--- config.mk ---
export PLATFORM = sky130hd
export DESIGN_NAME = sctt_cell
export DESIGN_NICKNAME = d
export VERILOG_FILES = /design/src/assert_macros.svh /design/src/sctt_pkg.sv /design/src/sctt_cell.sv
export SDC_FILE = /design/constraint.sdc
export NUM_CORES = 1
export LEC_CHECK = 0
export ABC_AREA = 1
export BUFFER_PORTS_ARGS = -buffer_cell sky130_fd_sc_hd__buf_2
export CAP_MARGIN = 20
export CORE_AREA = 3 3 151 153
export CTS_BUF_LIST = sky130_fd_sc_hd__clkbuf_8
export DETAILED_ROUTE_END_ITERATION = 16
export DIE_AREA = 0 0 154 156
export MAX_ROUTING_LAYER = met4
export PLACE_DENSITY = 0.67
export SYNTH_ARGS = -nofsm -noshare
export SYNTH_HDL_FRONTEND = slang
export SYNTH_SLANG_ARGS = --single-unit
--- constraint.sdc ---
create_clock -name clk_i -period 4.8 [get_ports clk_i]
set_input_delay 0.48 -clock clk_i [delete_from_list [all_inputs] [get_ports clk_i]]
set_output_delay 0.48 -clock clk_i [all_outputs]
set_load 0.05 [all_outputs]
--- src/assert_macros.svh ---
// Assertion macros shared by the RTL files.
`ifndef ASSERT_MACROS_SVH
`define ASSERT_MACROS_SVH

// Check a property on every rising clock edge outside reset.
`define ASSERT_PROP(lbl, clk, rst_n, prop, msg) \
  lbl: assert property (@(posedge clk) disable iff (!rst_n) prop) else $error(msg);

// Check that a condition never holds outside reset.
`define ASSERT_NEVER(lbl, clk, rst_n, cond, msg) \
  lbl: assert property (@(posedge clk) disable iff (!rst_n) !(cond)) else $error(msg);

`endif

--- src/sctt_pkg.sv ---
// Types and constants of the sorted coordinate time table.
package sctt_pkg;

  localparam int unsigned EntryCountW = 9;

  typedef logic signed [31:0] coord_t;
  typedef logic        [31:0] time_t;

  // Request codes
  localparam logic REQ_CHECK = 1'b0;
  localparam logic REQ_CLEAN = 1'b1;

  typedef enum logic [1:0] {
    ST_FOUND    = 2'd0,
    ST_INSERTED = 2'd1,
    ST_DROPPED  = 2'd2,
    ST_CLEANED  = 2'd3
  } status_e;

  typedef enum logic [1:0] {
    FSM_IDLE,
    FSM_UPDATE,
    FSM_COMPACT
  } fsm_e;

  typedef enum logic [2:0] {
    CELL_HOLD,
    CELL_CAPTURE,
    CELL_REFRESH,
    CELL_INSERT,
    CELL_PURGE,
    CELL_COMPACT
  } cell_op_e;

  // One table entry as seen by a neighbouring cell
  typedef struct packed {
    logic   v;
    coord_t x;
    coord_t y;
    time_t  t;
  } entry_t;

  // Command broadcast to every cell
  typedef struct packed {
    cell_op_e op;
    coord_t   x;
    coord_t   y;
    time_t    t;
  } cell_cmd_t;

  // Neighbours beyond the ends of the row
  localparam entry_t EntryFullEdge  = '{v: 1'b1, x: '0, y: '0, t: '0};
  localparam entry_t EntryEmptyEdge = '{v: 1'b0, x: '0, y: '0, t: '0};

endpackage

--- src/sctt_cell.sv ---
// One table slot: stored entry, key comparison, and neighbour shifts.
module sctt_cell (
  input  logic                clk_i,
  input  logic                rst_ni,
  input  sctt_pkg::cell_cmd_t cmd_i,
  input  sctt_pkg::entry_t    left_i,
  input  logic                left_after_i,
  input  sctt_pkg::entry_t    right_i,
  output sctt_pkg::entry_t    entry_o,
  output logic                eq_o,
  output logic                after_o
);
  import sctt_pkg::*;

  logic   v_q, v_d;
  coord_t x_q, x_d;
  coord_t y_q, y_d;
  time_t  t_q, t_d;
  logic   eq_q, eq_d;
  logic   after_q, after_d;

  // Next entry from the broadcast command and the neighbours
  always_comb begin
    v_d     = v_q;
    x_d     = x_q;
    y_d     = y_q;
    t_d     = t_q;
    eq_d    = eq_q;
    after_d = after_q;
    case (cmd_i.op)
      CELL_CAPTURE: begin
        eq_d    = v_q && (x_q == cmd_i.x) && (y_q == cmd_i.y);
        after_d = v_q && ((y_q > cmd_i.y) || ((y_q == cmd_i.y) && (x_q > cmd_i.x)));
      end
      CELL_REFRESH: begin
        if (eq_q) begin
          t_d = cmd_i.t;
        end
      end
      CELL_INSERT: begin
        // take the left entry while the tail moves up, or the key at the gap
        if (left_after_i) begin
          v_d = 1'b1;
          x_d = left_i.x;
          y_d = left_i.y;
          t_d = left_i.t;
        end else if ((!v_q || after_q) && left_i.v) begin
          v_d = 1'b1;
          x_d = cmd_i.x;
          y_d = cmd_i.y;
          t_d = cmd_i.t;
        end
      end
      CELL_PURGE: begin
        v_d = v_q && (t_q > cmd_i.t);
      end
      CELL_COMPACT: begin
        // pull the right entry into a hole; give ours away to a hole on the left
        if (!v_q && right_i.v) begin
          v_d = 1'b1;
          x_d = right_i.x;
          y_d = right_i.y;
          t_d = right_i.t;
        end else if (v_q && !left_i.v) begin
          v_d = 1'b0;
        end
      end
      default: begin
        v_d = v_q;
      end
    endcase
  end

  // Control flags
  always_ff @(posedge clk_i or negedge rst_ni) begin
    if (!rst_ni) begin
      v_q     <= 1'b0;
      eq_q    <= 1'b0;
      after_q <= 1'b0;
    end else begin
      v_q     <= v_d;
      eq_q    <= eq_d;
      after_q <= after_d;
    end
  end

  // Entry payload
  always_ff @(posedge clk_i) begin
    x_q <= x_d;
    y_q <= y_d;
    t_q <= t_d;
  end

  assign entry_o = '{v: v_q, x: x_q, y: y_q, t: t_q};
  assign eq_o    = eq_q;
  assign after_o = after_q;

endmodule

==> results_dict.tcl <==
set metrics [dict create \
    status "completed" \
    ys_types 38 \
    first_pass_iters 5 \
    die_y_um 156 \
    yosys_register_bits 99 \
    num_io_pins 395 \
    cp_data_arrival_time_ns 2.54 \
    cp-start-kind "input port" \
    setup-tns-final_ns 0 \
    hold_viol_final 0 \
    synthToLayoutAreaGrowth_pct 31.4 \
    worstSetupPathType "in -> reg" \
    relSlewSlack 0.269 \
    synth_top_area_cell "edfxtp_1" \
    port_buffers 394 \
    top_layer "met4" \
    avgRoutedWirePerCell_um 17.0 \
    grt_setup_unrepaired "false" \
    worstSkewPairLatency_ns 0.38 \
    timing.reg2reg.setup_slack_ns 2.62 \
    route.met3.wl_mm 2.41 \
    crit_top_cell "nor2_2" \
    die-width_um 154 \
    synth_edf_count 96 \
    endpoint_kind "flip-flop" \
    peakVddDrop_mv 0.147 \
    ys.flop_type "edfxtp_1" \
    synthAdderAreaFrac 0.156 \
    synth_xor_xnor_area_share 0 \
    r2r_start "v_q" \
    drive_gt1_frac 0.341 \
    synthMuxAreaShare 0 \
    netlist_top_cells_count "253 x nand2_1, 126 x inv_1, 96 x edfxtp_1, 96 x ha_1, 89 x nor2_1" \
    drc 0 \
    worstMarginPinSlew_ns 1.10 \
    slew_violations 0 \
    gr-total-overflow 0 \
    layout_min_cycle_time_ns 2.43 \
    synth_compound_gate_area_share 0.153 \
    hold_path_depth 3 \
    drt-total-wl_mm 27.2 \
    multiInputGateArea_mm2 0.00405 \
    synth_top_area_frac 0.375 \
    setup_viol 0 \
    hpwl_mm 21.8 \
    min_period_over_period 0.507 \
    rr_endpoint "y_q[0]" \
    finalInstanceArea_mm2 0.0101 \
    critPathBufInv 3 \
    via_per_inst 4.97 \
    m1WireLength_mm 10.5 \
    hp-class "in -> reg" \
    htree_levels 3 \
    cp_top_family "compound AO/OA/AOI/OAI gates" \
    antenna_found_initial 4 \
    r2r_cells 6 \
    syn_nets 1338 \
    ys_seq_area_frac 0.384 \
    power-per-cell-area_mw_per_mm2 243 \
    clock-sinks 99 \
    start_util 0.355 \
    grt_start_max_net_pins 97 \
    hp-start "right_i[1]" \
    cts_tree "yes" \
    fmax_ghz 0.411 \
    crit_path_cell_trace "buf_2 -> nor2_2 -> inv_2 -> nor2_8 -> nor2_2 -> a21oi_4 -> buf_4 -> o211ai_1" \
    synth_top_family_by_area "simple AND/OR/NAND/NOR gates" \
    grtUsageTotal 0.220 \
    clockRootBuffer "clkbuf_8" \
    max_stage_delay_ns 0.68 \
    drt_iter0_drc 441 \
    synth_cells 946 \
    clk_pin_slew_ns 0.11 \
    cts_setup_buffers 0 \
    cts_buffers 9 \
    yosysWarningCount 0 \
    yosysMostFrequentCell "nand2_1" \
    holdWs_ns 0.391 \
    postRouteAntennaNets 0 \
    area.sequential_mm2 0.00296 \
    synth-simple-area-share 0.214 \
    cts_max_path_buffers 2 \
    crit_required_ns 4.91 \
    crit_fanout 36 \
    power_w 0.00246 \
    grt_pass1_wl_mm 40.7 \
    rows 54 \
    p_leak_nw 5.22 \
    fill_cells 2189 \
    synth_area_mm2 0.00769 \
    maxCapViolCount 0 \
    grt_pass1_vias 7827 \
    whs_endpoint "t_q[1]" \
    cpMaxStageDelayCell "a21oi_4" \
    syn_area_per_cell_um2 8.13 \
    final.setup_skew_ns 0.0156 \
    core-area_mm2 0.0217 \
    die_area_mm2 0.0240 \
    async_flop_share 0.0303 \
    postPlaceCellArea_mm2 0.00988 \
    vias 7983 \
    nNetsFinal 1710 \
    gp_congestion 0.903 \
    synth_area_leaders "edfxtp_1 37%, ha_1 16%, nand2_1 12%" \
    wl_met2_mm 13.6 \
]
-- state kept, by name, indices dropped and copies added (netlist names) --
| signal | flops |
|---|---|
| x_q | 32 |
| y_q | 32 |
| t_q | 32 |
| v_q | 1 |
| after_o | 1 |
| eq_o | 1 |
-- kinds of logic after synthesis --
logic type	Yosys count
compound gates	173
fa+ha+maj	96
flops	99
simple gates	405
buf+inv	173
-- final cells by class --
cell class / instances / area share
Antenna cell: 5 / 0.00124
Sequential cell: 99 / 0.293
Inverter: 131 / 0.0489
Clock inverter: 6 / 0.00817
Tap cell: 280 / 0.0346
Multi-Input combinational cell: 674 / 0.400
Clock buffer: 9 / 0.0123
Timing Repair Buffer: 403 / 0.202
-- tightest hold or removal path, cell delays in order --
cell,delay [ns]
buf_2,0.07
nand2_1,0.05
o211ai_2,0.06
-- cell usage in the layout (no fill, tap or decap), drive strengths merged, types with 2 or more instances in the layout --
cell type	instances
a31oi	64
o211ai	33
bufinv	2
clkinvlp	2
a211oi	2
nor4	2
clkbuf	9
nor3	2
dfrtp	3
nor2	93
nand3	41
nand4	10
o21ai	13
buf	402
ha	96
edfxtp	96
inv	132
diode	5
nand3b	2
a21oi	51
nand2	254
o21a	6
-- power by group --
group	switching [W]	total, W	internal, W
sequential	0.0000357	0.00106	0.00103
combinational	0.000516	0.000788	0.000272
clock	0.000321	0.000609	0.000288
total	0.000873	0.00246	0.00159
-- metrics by stage --
step / setup slack [ns] / cells / util
floorplan: 0.660 / 946 / -
global placement: 2.01 / 1586 / 0.456
detailed placement: 1.96 / 1586 / 0.456
CTS: 2.38 / 1602 / 0.466
global route: 2.23 / 1605 / 0.466
finish: 2.37 / 1607 / 0.466
-- what timing repair did --
item / in CTS / in global routing
hold buffers: 1 / 0
hold endpoints to repair: 3 / 0
setup endpoints to repair: 0 / 0
gates resized for setup: 0 / 0
-- metal layers --
layer	vias up	global-route usage
li1	3966	-
met1	3595	0.251
met2	386	0.386
met3	36	0.0516
met4	0	0.0669
met5	-	-
-- worst max-delay path by stage --
stage	startpoint	slack, ns	to	cells past startpoint
3_3_place_gp	cmd_i[98]	2.01	t_q[3]	8
6_report	cmd_i[98]	2.37	t_q[7]	8
2_1_floorplan	after_o	0.66	x_q[0]	4
5_1_grt	cmd_i[98]	2.23	t_q[7]	8
3_5_place_dp	cmd_i[98]	1.96	t_q[7]	8
4_1_cts	cmd_i[98]	2.38	t_q[7]	8
(Power assumes the default switching activity.)
